--- src/rtl/cos_sim_pkg.sv ---
// Shared constants, widths, status codes and control structs for the
// cosine similarity block. Depends on nothing; every other file uses it.
package cos_sim_pkg;

  localparam int MAX_LEN  = 4096;
  localparam int DATA_W   = 16;
  localparam int STATUS_W = 2;

  // Element counter holds 0..MAX_LEN.
  localparam int CNT_W  = $clog2(MAX_LEN + 1);
  // A square term is at most 2^30, so MAX_LEN of them fit in NORM_W bits.
  localparam int NORM_W = $clog2(MAX_LEN) + 31;
  localparam int DOT_W  = NORM_W + 1;
  localparam int ROOT_W = NORM_W;
  localparam int RAD_W  = 2 * ROOT_W;
  localparam int REM_W  = ROOT_W + 3;
  localparam int QUO_W  = DATA_W;

  // Step counter counts down from the longest phase length minus one.
  localparam int STEP_W = $clog2(NORM_W);
  localparam logic [STEP_W-1:0] MUL_LAST_STEP  = STEP_W'(NORM_W - 1);
  localparam logic [STEP_W-1:0] SQRT_LAST_STEP = STEP_W'(ROOT_W - 1);
  localparam logic [STEP_W-1:0] DIV_LAST_STEP  = STEP_W'(QUO_W - 1);

  typedef enum logic [STATUS_W-1:0] {
    ST_OK        = 2'd0,
    ST_ZERO_NORM = 2'd1,
    ST_TOO_LONG  = 2'd2
  } status_e;

  // Commands from the controller to the datapath.
  typedef struct packed {
    logic acc_en;     // an element pair transfers this cycle
    logic load;       // prime multiplier, root and divider
    logic mul_step;   // one shift-add step of norm_a * norm_b
    logic sqrt_step;  // one digit of the integer square root
    logic div_step;   // one quotient bit
    logic div_first;  // first quotient bit (integer part, no shift)
    logic out_load;   // capture the result and clear the accumulators
  } dp_cmd_t;

  // Status from the datapath to the controller.
  typedef struct packed {
    logic err;        // too long or a zero norm: skip the arithmetic
  } dp_stat_t;

endpackage

--- src/rtl/cos_sim_if.sv ---
// Valid/ready stream interfaces for the element pair input and the score
// output. Depends on cos_sim_pkg for field widths.
interface cos_sim_in_if;
  logic                                   valid;
  logic                                   ready;
  logic signed [cos_sim_pkg::DATA_W-1:0]  elem_a;
  logic signed [cos_sim_pkg::DATA_W-1:0]  elem_b;
  logic                                   last;

  modport source (output valid, output elem_a, output elem_b, output last, input ready);
  modport sink   (input valid, input elem_a, input elem_b, input last, output ready);
endinterface

interface cos_sim_out_if;
  logic                                   valid;
  logic                                   ready;
  logic signed [cos_sim_pkg::DATA_W-1:0]  score;
  logic [cos_sim_pkg::STATUS_W-1:0]       status;

  modport source (output valid, output score, output status, input ready);
  modport sink   (input valid, input score, input status, output ready);
endinterface

--- src/rtl/cos_sim_dp.sv ---
// Datapath: three accumulators, a shift-add multiplier, a digit-by-digit
// square root, a restoring divider and the result register. Uses cos_sim_pkg.
module cos_sim_dp (
  input  logic                                  clk_i,
  input  logic                                  rst_ni,
  input  cos_sim_pkg::dp_cmd_t                  cmd_i,
  input  logic signed [cos_sim_pkg::DATA_W-1:0] elem_a_i,
  input  logic signed [cos_sim_pkg::DATA_W-1:0] elem_b_i,
  output cos_sim_pkg::dp_stat_t                 stat_o,
  output logic signed [cos_sim_pkg::DATA_W-1:0] score_o,
  output logic [cos_sim_pkg::STATUS_W-1:0]      status_o
);
  import cos_sim_pkg::*;

  logic signed [DOT_W-1:0]  dot_q;
  logic [NORM_W-1:0]        norm_a_q, norm_b_q;
  logic [CNT_W-1:0]         cnt_q;
  logic                     too_long_q;

  logic signed [2*DATA_W-1:0] prod_ab, prod_aa, prod_bb;
  logic                       full;
  logic                       zero_norm;

  logic [RAD_W-1:0]   mcand_q;
  logic [NORM_W-1:0]  mplier_q;
  logic [RAD_W-1:0]   rad_q;
  logic [REM_W-1:0]   rem_q;
  logic [ROOT_W-1:0]  root_q;
  logic [REM_W-1:0]   rem_sh;
  logic [REM_W-1:0]   trial;

  logic [DOT_W-1:0]   mag;
  logic [ROOT_W:0]    drem_q;
  logic [ROOT_W:0]    dtry;
  logic [QUO_W-1:0]   quo_q;
  logic               dot_neg;
  logic [DATA_W-1:0]  sat_score;

  logic signed [DATA_W-1:0] score_q;
  status_e                  status_q;

  assign prod_ab   = elem_a_i * elem_b_i;
  assign prod_aa   = elem_a_i * elem_a_i;
  assign prod_bb   = elem_b_i * elem_b_i;
  assign full      = (cnt_q == CNT_W'(MAX_LEN));
  assign zero_norm = (norm_a_q == '0) || (norm_b_q == '0);
  assign stat_o.err = too_long_q || zero_norm;

  // Running sums; cleared once the result has been captured.
  always_ff @(posedge clk_i or negedge rst_ni) begin
    if (!rst_ni) begin
      dot_q      <= '0;
      norm_a_q   <= '0;
      norm_b_q   <= '0;
      cnt_q      <= '0;
      too_long_q <= 1'b0;
    end else if (cmd_i.out_load) begin
      dot_q      <= '0;
      norm_a_q   <= '0;
      norm_b_q   <= '0;
      cnt_q      <= '0;
      too_long_q <= 1'b0;
    end else if (cmd_i.acc_en) begin
      if (full) begin
        too_long_q <= 1'b1;
      end else begin
        dot_q    <= dot_q + DOT_W'(prod_ab);
        norm_a_q <= norm_a_q + NORM_W'(prod_aa[2*DATA_W-2:0]);
        norm_b_q <= norm_b_q + NORM_W'(prod_bb[2*DATA_W-2:0]);
        cnt_q    <= cnt_q + 1'b1;
      end
    end
  end

  // Square root: bring down the next two radicand bits, try (root << 2) | 1.
  assign rem_sh = {rem_q[REM_W-3:0], rad_q[RAD_W-1 -: 2]};
  assign trial  = {1'b0, root_q, 2'b01};

  // The multiplier builds norm_a * norm_b in rad_q; the root then shifts it out.
  always_ff @(posedge clk_i) begin
    if (cmd_i.load) begin
      mcand_q  <= RAD_W'(norm_a_q);
      mplier_q <= norm_b_q;
      rad_q    <= '0;
      rem_q    <= '0;
      root_q   <= '0;
    end else if (cmd_i.mul_step) begin
      if (mplier_q[0]) begin
        rad_q <= rad_q + mcand_q;
      end
      mcand_q  <= {mcand_q[RAD_W-2:0], 1'b0};
      mplier_q <= {1'b0, mplier_q[NORM_W-1:1]};
    end else if (cmd_i.sqrt_step) begin
      rad_q <= {rad_q[RAD_W-3:0], 2'b00};
      if (rem_sh >= trial) begin
        rem_q  <= rem_sh - trial;
        root_q <= {root_q[ROOT_W-2:0], 1'b1};
      end else begin
        rem_q  <= rem_sh;
        root_q <= {root_q[ROOT_W-2:0], 1'b0};
      end
    end
  end

  // Divider: |dot| never exceeds the root, so the quotient is at most 2^15.
  assign dot_neg = dot_q[DOT_W-1];
  assign mag     = dot_neg ? DOT_W'(-dot_q) : DOT_W'(dot_q);
  assign dtry    = cmd_i.div_first ? drem_q : {drem_q[ROOT_W-1:0], 1'b0};

  always_ff @(posedge clk_i) begin
    if (cmd_i.load) begin
      drem_q <= mag;
      quo_q  <= '0;
    end else if (cmd_i.div_step) begin
      if (dtry >= {1'b0, root_q}) begin
        drem_q <= dtry - {1'b0, root_q};
        quo_q  <= {quo_q[QUO_W-2:0], 1'b1};
      end else begin
        drem_q <= dtry;
        quo_q  <= {quo_q[QUO_W-2:0], 1'b0};
      end
    end
  end

  // Negation of 32768 wraps to -32768; a positive 32768 saturates.
  always_comb begin
    if (dot_neg) begin
      sat_score = DATA_W'(~quo_q + 1'b1);
    end else if (quo_q[QUO_W-1]) begin
      sat_score = {1'b0, {(DATA_W-1){1'b1}}};
    end else begin
      sat_score = quo_q;
    end
  end

  always_ff @(posedge clk_i) begin
    if (cmd_i.out_load) begin
      priority if (too_long_q) begin
        score_q  <= '0;
        status_q <= ST_TOO_LONG;
      end else if (zero_norm) begin
        score_q  <= '0;
        status_q <= ST_ZERO_NORM;
      end else begin
        score_q  <= sat_score;
        status_q <= ST_OK;
      end
    end
  end

  assign score_o  = score_q;
  assign status_o = status_q;

endmodule

--- src/rtl/cos_sim_ctrl.sv ---
// Controller: sequences accumulation, multiply, root, divide and result
// hand-off, and owns the output valid flag. Uses cos_sim_pkg.
module cos_sim_ctrl (
  input  logic                   clk_i,
  input  logic                   rst_ni,
  input  logic                   in_valid_i,
  input  logic                   in_last_i,
  output logic                   in_ready_o,
  output logic                   out_valid_o,
  input  logic                   out_ready_i,
  output cos_sim_pkg::dp_cmd_t   cmd_o,
  input  cos_sim_pkg::dp_stat_t  stat_i
);
  import cos_sim_pkg::*;

  typedef enum logic [5:0] {
    S_ACC   = 6'b000001,
    S_CHECK = 6'b000010,
    S_MUL   = 6'b000100,
    S_SQRT  = 6'b001000,
    S_DIV   = 6'b010000,
    S_FIN   = 6'b100000
  } state_e;

  state_e             state_q, state_d;
  logic [STEP_W-1:0]  step_q, step_d;
  logic               out_valid_q, out_valid_d;
  logic               in_xfer;
  logic               slot_free;

  assign in_ready_o  = (state_q == S_ACC);
  assign in_xfer     = in_valid_i && in_ready_o;
  assign slot_free   = !out_valid_q || out_ready_i;
  assign out_valid_o = out_valid_q;

  always_comb begin
    state_d = state_q;
    step_d  = step_q;
    cmd_o   = '0;
    cmd_o.acc_en = in_xfer;
    unique case (state_q)
      S_ACC: begin
        if (in_xfer && in_last_i) begin
          state_d = S_CHECK;
        end
      end
      S_CHECK: begin
        if (stat_i.err) begin
          state_d = S_FIN;
        end else begin
          cmd_o.load = 1'b1;
          step_d     = MUL_LAST_STEP;
          state_d    = S_MUL;
        end
      end
      S_MUL: begin
        cmd_o.mul_step = 1'b1;
        if (step_q == '0) begin
          step_d  = SQRT_LAST_STEP;
          state_d = S_SQRT;
        end else begin
          step_d = step_q - 1'b1;
        end
      end
      S_SQRT: begin
        cmd_o.sqrt_step = 1'b1;
        if (step_q == '0) begin
          step_d  = DIV_LAST_STEP;
          state_d = S_DIV;
        end else begin
          step_d = step_q - 1'b1;
        end
      end
      S_DIV: begin
        cmd_o.div_step  = 1'b1;
        cmd_o.div_first = (step_q == DIV_LAST_STEP);
        if (step_q == '0) begin
          state_d = S_FIN;
        end else begin
          step_d = step_q - 1'b1;
        end
      end
      S_FIN: begin
        if (slot_free) begin
          cmd_o.out_load = 1'b1;
          state_d        = S_ACC;
        end
      end
      default: begin
        state_d = S_ACC;
      end
    endcase
  end

  always_comb begin
    out_valid_d = out_valid_q;
    if (out_valid_q && out_ready_i) begin
      out_valid_d = 1'b0;
    end
    if (cmd_o.out_load) begin
      out_valid_d = 1'b1;
    end
  end

  always_ff @(posedge clk_i or negedge rst_ni) begin
    if (!rst_ni) begin
      state_q     <= S_ACC;
      step_q      <= '0;
      out_valid_q <= 1'b0;
    end else begin
      state_q     <= state_d;
      step_q      <= step_d;
      out_valid_q <= out_valid_d;
    end
  end

endmodule

--- src/rtl/cosine_similarity_top.sv ---
// Top level of the streaming cosine similarity block: joins the controller
// and the datapath to the two stream interfaces. Uses cos_sim_pkg.
//
// Usage: element pairs (elem_a, elem_b, signed Q1.15) arrive on in_i, one
// transfer per cycle while the block is accumulating. The pair with last set
// closes the vectors. One result (score in Q1.15, status) then leaves on
// out_o. Pairs without last produce no result.
// Compute: after the final pair the input is held off while the result is
// computed: a check state, shift-add steps for norm_a * norm_b, the
// two-bits-per-step square root, the restoring divider and a final state
// that captures the result once the output register is free. If a vector
// is too long or has a zero norm, the arithmetic is skipped and the check
// state goes straight to the final state.
// Output: the result sits in an output register; the block clears its
// accumulators and accepts the next vector while that result waits. A
// stalled receiver delays the capture of the following result.
// Reset: rst_ni clears the accumulators, the controller and the output valid.
module cosine_similarity_top (
  input  logic         clk_i,
  input  logic         rst_ni,
  cos_sim_in_if.sink   in_i,
  cos_sim_out_if.source out_o
);
  import cos_sim_pkg::*;

  dp_cmd_t  cmd;
  dp_stat_t stat;

  cos_sim_ctrl u_ctrl (
    .clk_i       (clk_i),
    .rst_ni      (rst_ni),
    .in_valid_i  (in_i.valid),
    .in_last_i   (in_i.last),
    .in_ready_o  (in_i.ready),
    .out_valid_o (out_o.valid),
    .out_ready_i (out_o.ready),
    .cmd_o       (cmd),
    .stat_i      (stat)
  );

  cos_sim_dp u_dp (
    .clk_i    (clk_i),
    .rst_ni   (rst_ni),
    .cmd_i    (cmd),
    .elem_a_i (in_i.elem_a),
    .elem_b_i (in_i.elem_b),
    .stat_o   (stat),
    .score_o  (out_o.score),
    .status_o (out_o.status)
  );

  // Once the final pair transfers, the input stays closed for the compute.
  a_last_closes_input: assert property (@(posedge clk_i) disable iff (!rst_ni)
    (in_i.valid && in_i.ready && in_i.last) |=> !in_i.ready)
    else $error("input still open after the final pair");

  // Any error status comes with a zero score.
  a_err_zero_score: assert property (@(posedge clk_i) disable iff (!rst_ni)
    (out_o.valid && (out_o.status != ST_OK)) |-> (out_o.score == '0))
    else $error("nonzero score with an error status");

  // A new result is only captured while the input is closed.
  a_result_after_compute: assert property (@(posedge clk_i) disable iff (!rst_ni)
    $rose(out_o.valid) |-> !$past(in_i.ready))
    else $error("result appeared while accumulating");

  // Status code three is never produced.
  a_status_legal: assert property (@(posedge clk_i) disable iff (!rst_ni)
    out_o.valid |-> (out_o.status != 2'd3))
    else $error("illegal status code");

endmodule

--- src/flat_wrapper.sv ---
// flat-port wrapper written by rule: the top's interface ports become plain ports
module cosine_similarity_top_flat import cos_sim_pkg::*;
  (clk_i, rst_ni, in_i_valid, in_i_elem_a, in_i_elem_b, in_i_last, in_i_ready, out_o_valid, out_o_score, out_o_status, out_o_ready);
  cos_sim_in_if in_i_i ();
  cos_sim_out_if out_o_i ();
  input  logic clk_i;
  input  logic rst_ni;
  input wire logic [$bits(in_i_i.valid)-1:0] in_i_valid;
  input wire logic [$bits(in_i_i.elem_a)-1:0] in_i_elem_a;
  input wire logic [$bits(in_i_i.elem_b)-1:0] in_i_elem_b;
  input wire logic [$bits(in_i_i.last)-1:0] in_i_last;
  output wire logic [$bits(in_i_i.ready)-1:0] in_i_ready;
  output wire logic [$bits(out_o_i.valid)-1:0] out_o_valid;
  output wire logic [$bits(out_o_i.score)-1:0] out_o_score;
  output wire logic [$bits(out_o_i.status)-1:0] out_o_status;
  input wire logic [$bits(out_o_i.ready)-1:0] out_o_ready;
  assign in_i_i.valid = in_i_valid;
  assign in_i_i.elem_a = in_i_elem_a;
  assign in_i_i.elem_b = in_i_elem_b;
  assign in_i_i.last = in_i_last;
  assign in_i_ready = in_i_i.ready;
  assign out_o_valid = out_o_i.valid;
  assign out_o_score = out_o_i.score;
  assign out_o_status = out_o_i.status;
  assign out_o_i.ready = out_o_ready;
  cosine_similarity_top u_core (.clk_i(clk_i), .rst_ni(rst_ni), .in_i(in_i_i), .out_o(out_o_i));
endmodule
--- config.mk ---
export PLATFORM = sky130hd
export DESIGN_NAME = cosine_similarity_top_flat
export DESIGN_NICKNAME = d
export VERILOG_FILES = /design/src/rtl/cos_sim_pkg.sv /design/src/rtl/cos_sim_if.sv /design/src/rtl/cos_sim_dp.sv /design/src/rtl/cos_sim_ctrl.sv /design/src/rtl/cosine_similarity_top.sv /design/src/flat_wrapper.sv
export SDC_FILE = /design/constraint.sdc
export NUM_CORES = 2
export LEC_CHECK = 0
export BUFFER_PORTS_ARGS = -buffer_cell sky130_fd_sc_hd__clkbuf_2
export CAP_MARGIN = 5
export CELL_PAD_IN_SITES_DETAIL_PLACEMENT = 2
export CELL_PAD_IN_SITES_GLOBAL_PLACEMENT = 2
export CORE_ASPECT_RATIO = 1.25
export CORE_MARGIN = 2
export CORE_UTILIZATION = 38
export DETAILED_ROUTE_END_ITERATION = 8
export GPL_ROUTABILITY_DRIVEN = 0
export PLACE_DENSITY = 0.84
export SKIP_LAST_GASP = 1
export SLEW_MARGIN = 20
export SYNTH_ARGS = -nofsm -noshare
export SYNTH_HDL_FRONTEND = slang
export SYNTH_SLANG_ARGS = --single-unit
--- constraint.sdc ---
create_clock -name clk_i -period 5 [get_ports clk_i]
set_input_delay 0.25 -clock clk_i [delete_from_list [all_inputs] [get_ports clk_i]]
set_output_delay 0.25 -clock clk_i [all_outputs]
set_load 0.02 [all_outputs]
==> impl_results.html, run 1 <==
<table>
<tr><th>Metric</th><th>Value</th></tr>
<tr><th colspan="2">Synthesis</th></tr>
<tr><td>Post-synthesis cell type count</td><td>91</td></tr>
<tr><td>Sequential fraction of the synthesis area</td><td>19.7%</td></tr>
<tr><td>Count of synthesis-stage warnings from yosys</td><td>0</td></tr>
<tr><td>Synthesized instance count</td><td>7632</td></tr>
<tr><td>Post-Syn Area</td><td>66100 um^2</td></tr>
<tr><td>Net Count, Synth</td><td>9019</td></tr>
<tr><td>Most used DFF post-synth</td><td>sky130_fd_sc_hd__dfxtp_1</td></tr>
<tr><td>Proportion of synthesized flip-flops having asynchronous set or reset</td><td>29.2%</td></tr>
<tr><td>Flops &amp; latches, synth</td><td>537</td></tr>
<tr><td>Top cells by area in the synthesized netlist</td><td>sky130_fd_sc_hd__fa_1 (24%), sky130_fd_sc_hd__ha_1 (10%), sky130_fd_sc_hd__dfxtp_1 (7.0%)</td></tr>
<tr><td>Number of enable flip-flop cells after synthesis</td><td>148</td></tr>
<tr><td>Share of the synthesized area in the top cell type</td><td>24.2%</td></tr>
<tr><td>Post-Synthesis Mean Instance Area</td><td>8.66 um^2</td></tr>
<tr><td>Library cell occupying the most area in the post-synthesis netlist</td><td>sky130_fd_sc_hd__fa_1</td></tr>
<tr><td>Top cell types by occurrence after synthesis</td><td>sky130_fd_sc_hd__inv_1 (1086), sky130_fd_sc_hd__nand2_1 (1062), sky130_fd_sc_hd__fa_1 (800)</td></tr>
<tr><td>Most instantiated library cell after synthesis</td><td>sky130_fd_sc_hd__inv_1</td></tr>
<tr><th colspan="2">Place</th></tr>
<tr><td>Number of buffer cells added on primary ports</td><td>56</td></tr>
<tr><td>Pre-CTS worst setup slack</td><td>-3680 ps</td></tr>
<tr><td>DPL Wire Length</td><td>232 mm</td></tr>
<tr><td>Cell area after placement</td><td>75200 um^2</td></tr>
<tr><td>Total instance count after detailed placement</td><td>10424</td></tr>
<tr><th colspan="2">Floorplan</th></tr>
<tr><td>Chip Width</td><td>377 um</td></tr>
<tr><td>Y dimension of the die</td><td>470 um</td></tr>
<tr><td>Core Rows</td><td>171</td></tr>
<tr><td>Io pins</td><td>57</td></tr>
<tr><td>Initial core utilization</td><td>38.1%</td></tr>
<tr><th colspan="2">Timing</th></tr>
<tr><td>Type of pin the worst path ends at</td><td>register input</td></tr>
<tr><td>Worst setup endpoint after the global-route repair_timing</td><td>u_core.u_dp.norm_a_q[41]$_DFFE_PN0P_/D</td></tr>
<tr><th colspan="2">Global route</th></tr>
<tr><td>Antenna violations before repair</td><td>90</td></tr>
<tr><td>Remaining global-route overflow</td><td>9</td></tr>
<tr><td>Maximum number of pins on one net before global-route repair</td><td>173</td></tr>
<tr><td>All-layer global routing usage</td><td>61.2%</td></tr>
<tr><th colspan="2">CTS</th></tr>
<tr><td>Number of clock buffers inserted by TritonCTS</td><td>58</td></tr>
<tr><td>TritonCTS Sinks</td><td>537</td></tr>
<tr><td>Buffer levels on the longest clock path</td><td>3</td></tr>
<tr><td>Level count of the clock H-tree</td><td>2</td></tr>
<tr><td>Root Driver</td><td>sky130_fd_sc_hd__clkbuf_16</td></tr>
<tr><th colspan="2">Run status</th></tr>
<tr><td>Tool error</td><td>[ERROR GRT-0232] Routing congestion too high. Check the congestion heatmap in the GUI.</td></tr>
<tr><td>Terminating stage of the flow</td><td>5_1_grt</td></tr>
<tr><td>Outcome</td><td>aborted with a tool error</td></tr>
</table>
==> cell families after synthesis <==
family | Yosys count | share of synthesized area (%)
mux | 111 | 1.77
fa+ha+maj | 1350 | 34.6
simple gates | 2194 | 15.1
buf+inv | 1441 | 8.23
xor+xnor | 396 | 5.25
compound gates | 1603 | 15.3
flops | 537 | 19.7
==> metal layers <==
layer  GRT overflow  global-route usage, %
met5              0                   27.6
met4              3                   63.6
met3              2                   44.6
met1              0                   57.9
met2              4                   79.8
==> what timing repair did <==
item / CTS
buffers inserted: 103
setup endpoints to repair: 125
pin swaps: 203
gates cloned: 3
gates resized for setup: 517
endpoints found under the hold margin: 47
hold buffers: 3
==> metrics by stage <==
step                utilization, %  hold slack, ps
floorplan                        -           -45.6
global placement              43.4             171
detailed placement            43.4             174
CTS                           46.3            20.3
==> run 2, diff against run 1 <==
Settings changed: CELL_PAD_IN_SITES_DETAIL_PLACEMENT 2 to default, CELL_PAD_IN_SITES_GLOBAL_PLACEMENT 2 to default, CORE_ASPECT_RATIO 1.25 to default, CORE_UTILIZATION 38 to 40, PLACE_DENSITY 0.84 to default, PLACE_DENSITY_LB_ADDON from default to 0.15.
Clock period 5 ns to 6.5 ns, I/O delays scaled along.
==> run 2 against run 1 <==
Effect of this change: the flow now finishes, with violations (negative setup slack); area after synthesis stayed put; synthesized cell count stayed put.
==> impl_results.html, run 2 <==
<table>
<tr><th>Metric</th><th>Value</th></tr>
<tr><th colspan="2">Run status</th></tr>
<tr><td>Outcome</td><td>finished with violations</td></tr>
<tr><td>Violations in the final reports</td><td>negative setup slack</td></tr>
<tr><th colspan="2">Timing</th></tr>
<tr><td>Hold slack final</td><td>66.2 ps</td></tr>
<tr><td>Skew final</td><td>60.8 ps</td></tr>
<tr><td>Total of endpoints with negative setup slack in the final report</td><td>43</td></tr>
<tr><td>Maximum clock frequency</td><td>140 MHz</td></tr>
<tr><td>Period utilisation layout</td><td>110%</td></tr>
<tr><td>Number of endpoints with negative hold slack in the final report</td><td>0</td></tr>
<tr><td>Shortest period the worst path allows</td><td>7150 ps</td></tr>
<tr><td>Least-Margin Pin Slew</td><td>1040 ps</td></tr>
<tr><td>Worst max-slew margin expressed relative to the limit</td><td>30.7%</td></tr>
<tr><td>Unrepaired setup endpoints after global routing</td><td>yes</td></tr>
<tr><td>Worst setup slack after layout</td><td>-650 ps</td></tr>
<tr><td>Final max-slew violation count</td><td>0</td></tr>
<tr><th colspan="2">Cells and area</th></tr>
<tr><td>Leading cell type in the layout, fill and taps excluded</td><td>sky130_fd_sc_hd__inv_1</td></tr>
<tr><td>Area added between synthesis and finish</td><td>17.8%</td></tr>
<tr><td>Commonest cells after routing, fill and taps aside</td><td>sky130_fd_sc_hd__inv_1 (1069), sky130_fd_sc_hd__nand2_1 (1041), sky130_fd_sc_hd__fa_1 (788)</td></tr>
<tr><td>Number of nets in the final layout</td><td>9563</td></tr>
<tr><td>Largest registers ranked by flip-flop count</td><td>u_core.u_dp.mcand_q (86), u_core.u_dp.rad_q (86)</td></tr>
<tr><td>Share of final-layout standard cells stronger than drive strength 1</td><td>15.4%</td></tr>
<tr><td>Area occupied by multi-input gates</td><td>49200 um^2</td></tr>
<tr><td>Register Area</td><td>13000 um^2</td></tr>
<tr><td>Total of fill cells in the finished design</td><td>15883</td></tr>
<tr><th colspan="2">Critical path</th></tr>
<tr><td>Delay of the slowest critical-path stage</td><td>550 ps</td></tr>
<tr><td>Slowest-stage cell, CP</td><td>sky130_fd_sc_hd__fa_1</td></tr>
<tr><td>Data arrival at the endpoint of the critical path</td><td>7640 ps</td></tr>
<tr><td>Most common cell on crit path</td><td>sky130_fd_sc_hd__fa_1</td></tr>
<tr><td>Crit Path Category</td><td>input pin to flip-flop</td></tr>
<tr><td>Crit-path max FO</td><td>9</td></tr>
<tr><td>Worst setup SP type</td><td>input pin</td></tr>
<tr><td>Path depth of the worst reg2reg path</td><td>22</td></tr>
<tr><td>Register-to-register setup slack</td><td>750 ps</td></tr>
<tr><td>Required time of the critical path</td><td>6990 ps</td></tr>
<tr><td>Endpoint class of the critical path</td><td>flip-flop</td></tr>
<tr><th colspan="2">CTS</th></tr>
<tr><td>Clock slew seen by the registers of the worst setup and hold paths</td><td>60 ps</td></tr>
<tr><td>Worst-skew pair later-pin latency</td><td>670 ps</td></tr>
<tr><td>Buffer levels on the longest clock path</td><td>3</td></tr>
<tr><td>TritonCTS clock tree</td><td>done</td></tr>
<tr><td>TritonCTS Sinks</td><td>537</td></tr>
<tr><td>Number of clock buffers inserted by TritonCTS</td><td>59</td></tr>
<tr><td>Level count of the clock H-tree</td><td>2</td></tr>
<tr><td>Root Driver</td><td>sky130_fd_sc_hd__clkbuf_16</td></tr>
<tr><th colspan="2">Global route</th></tr>
<tr><td>Antenna violations before repair</td><td>2</td></tr>
<tr><td>All-layer global routing usage</td><td>21.7%</td></tr>
<tr><td>Maximum number of pins on one net before global-route repair</td><td>163</td></tr>
<tr><td>Via count of the first global-routing pass</td><td>55097</td></tr>
<tr><td>Remaining global-route overflow</td><td>0</td></tr>
<tr><td>Global-route wire length before repair</td><td>299 mm</td></tr>
<tr><th colspan="2">Detailed routing</th></tr>
<tr><td>Routed wire per std cell</td><td>17.7 um</td></tr>
<tr><td>Via/cell ratio</td><td>5.21</td></tr>
<tr><td>Routed Antenna Nets</td><td>0</td></tr>
<tr><td>Number of violations reported at the end of detailed-routing iteration 0</td><td>3461</td></tr>
<tr><td>Number of iterations in the first detailed-routing pass</td><td>5</td></tr>
<tr><td>Number of vias after detailed routing</td><td>54299</td></tr>
<tr><td>Routed Wire Length</td><td>184 mm</td></tr>
<tr><td># DRC</td><td>0</td></tr>
<tr><th colspan="2">Floorplan</th></tr>
<tr><td>Y dimension of the die</td><td>411 um</td></tr>
<tr><td>Area enclosed by the die boundary</td><td>169000 um^2</td></tr>
<tr><td>Placeable core region</td><td>165000 um^2</td></tr>
<tr><td>Chip Width</td><td>411 um</td></tr>
<tr><td>Io pins</td><td>57</td></tr>
<tr><td>Initial core utilization</td><td>40.2%</td></tr>
<tr><td>Core Rows</td><td>149</td></tr>
<tr><th colspan="2">Synthesis</th></tr>
<tr><td>Library cell occupying the most area in the post-synthesis netlist</td><td>sky130_fd_sc_hd__fa_1</td></tr>
<tr><td>Net Count, Synth</td><td>9019</td></tr>
<tr><td>Post-Synthesis Mean Instance Area</td><td>8.66 um^2</td></tr>
<tr><td>Number of enable flip-flop cells after synthesis</td><td>148</td></tr>
<tr><td>Post-synthesis cell type count</td><td>91</td></tr>
<tr><td>Sequential fraction of the synthesis area</td><td>19.7%</td></tr>
<tr><td>Most used DFF post-synth</td><td>sky130_fd_sc_hd__dfxtp_1</td></tr>
<tr><td>Most instantiated library cell after synthesis</td><td>sky130_fd_sc_hd__inv_1</td></tr>
<tr><td>Share of the synthesized area in the top cell type</td><td>24.2%</td></tr>
<tr><td>Proportion of synthesized flip-flops having asynchronous set or reset</td><td>29.2%</td></tr>
<tr><td>Synthesized instance count</td><td>7632</td></tr>
<tr><td>Top cell types by occurrence after synthesis</td><td>sky130_fd_sc_hd__inv_1 (1086), sky130_fd_sc_hd__nand2_1 (1062), sky130_fd_sc_hd__fa_1 (800)</td></tr>
<tr><td>Post-Syn Area</td><td>66100 um^2</td></tr>
<tr><td>Count of synthesis-stage warnings from yosys</td><td>0</td></tr>
<tr><td>Flops &amp; latches, synth</td><td>537</td></tr>
<tr><td>Top cells by area in the synthesized netlist</td><td>sky130_fd_sc_hd__fa_1 (24%), sky130_fd_sc_hd__ha_1 (10%), sky130_fd_sc_hd__dfxtp_1 (7.0%)</td></tr>
<tr><th colspan="2">Job</th></tr>
<tr><td>Max-cap violations</td><td>0</td></tr>
<tr><th colspan="2">Place</th></tr>
<tr><td>Number of buffer cells added on primary ports</td><td>56</td></tr>
<tr><td>DPL Wire Length</td><td>145 mm</td></tr>
<tr><td>Pre-CTS worst setup slack</td><td>-1590 ps</td></tr>
<tr><th colspan="2">Worst hold path</th></tr>
<tr><td>Type of the tightest min-delay check</td><td>input pin to flip-flop</td></tr>
<tr><td>Number of cells on the worst hold path</td><td>2</td></tr>
</table>
run 2: cell counts after synthesis:
No cell type changed its count.
run 2: cells by family after synthesis:
group	count (synthesis)	synth area share, %
simple gates	2194	15.1
compound gates	1603	15.3
buf+inv	1441	8.23
fa+ha+maj	1350	34.6
flops	537	19.7
xor+xnor	396	5.25
mux	111	1.77
run 2: routing by layer:
metal | track usage (%) | up-vias | wire length (um)
li1 | - | 26450 | -
met1 | 32.7 | 26711 | 92200
met2 | 34.0 | 969 | 81700
met3 | 1.85 | 167 | 6880
met4 | 4.56 | 2 | 3380
met5 | 0 | - | 13
run 2: final cells by class:
cell class	count	share of cell area, %
Multi-Input combinational cell	5654	63.2
Sequential cell	537	16.7
Timing Repair Buffer	827	8.69
Inverter	1097	5.31
Tap cell	2189	3.52
Clock buffer	74	2.12
Clock inverter	38	0.490
Antenna cell	1	0.00321
run 2: what timing repair did:
action	4_1_cts	5_1_grt
setup endpoints to repair	54	67
setup buffers	27	36
gates cloned	1	2
resized for setup	144	236
hold buffers	2	0
pin swaps	76	136
hold endpoints to repair	70	0
run 2: final timing paths:
kind,startpoint,to
worst max register to register,u_core.u_dp.dot_q[3],u_core.u_dp.dot_q[43]
max in group asynchronous,rst_ni,u_core.u_dp.dot_q[43]
worst min-delay path,in_i_valid,u_core.u_ctrl.state_q[1]
worst min register to register,u_core.u_dp.root_q[34],u_core.u_dp.root_q[35]
worst max-delay path,in_i_elem_a[10],u_core.u_dp.norm_a_q[42]
min in group asynchronous,rst_ni,u_core.u_dp.norm_b_q[1]
run 2: per-stage QoR:
step	setup TNS, ps	instance area, um^2	cells	utilization (%)
4_1_cts	-16500	76600	10384	46.5
3_5_place_dp	-78940	73600	10244	44.7
5_1_grt	-31120	77900	10417	47.3
6_report	-17970	77900	10417	47.3
2_1_floorplan	-31470	66600	7632	-
3_3_place_gp	-73560	73600	10244	44.7
run 2: critical path, delay by kind of cell:
kind / cells / cell delay [ps]
fa+ha+maj: 8 / 3680
xor+xnor: 2 / 300
buf+inv: 6 / 700
compound gates: 6 / 1490
simple gates: 7 / 1100
Power of run 2 is not shown: default switching activity piles up to over one toggle a cycle in this logic, so the estimate is an artifact.
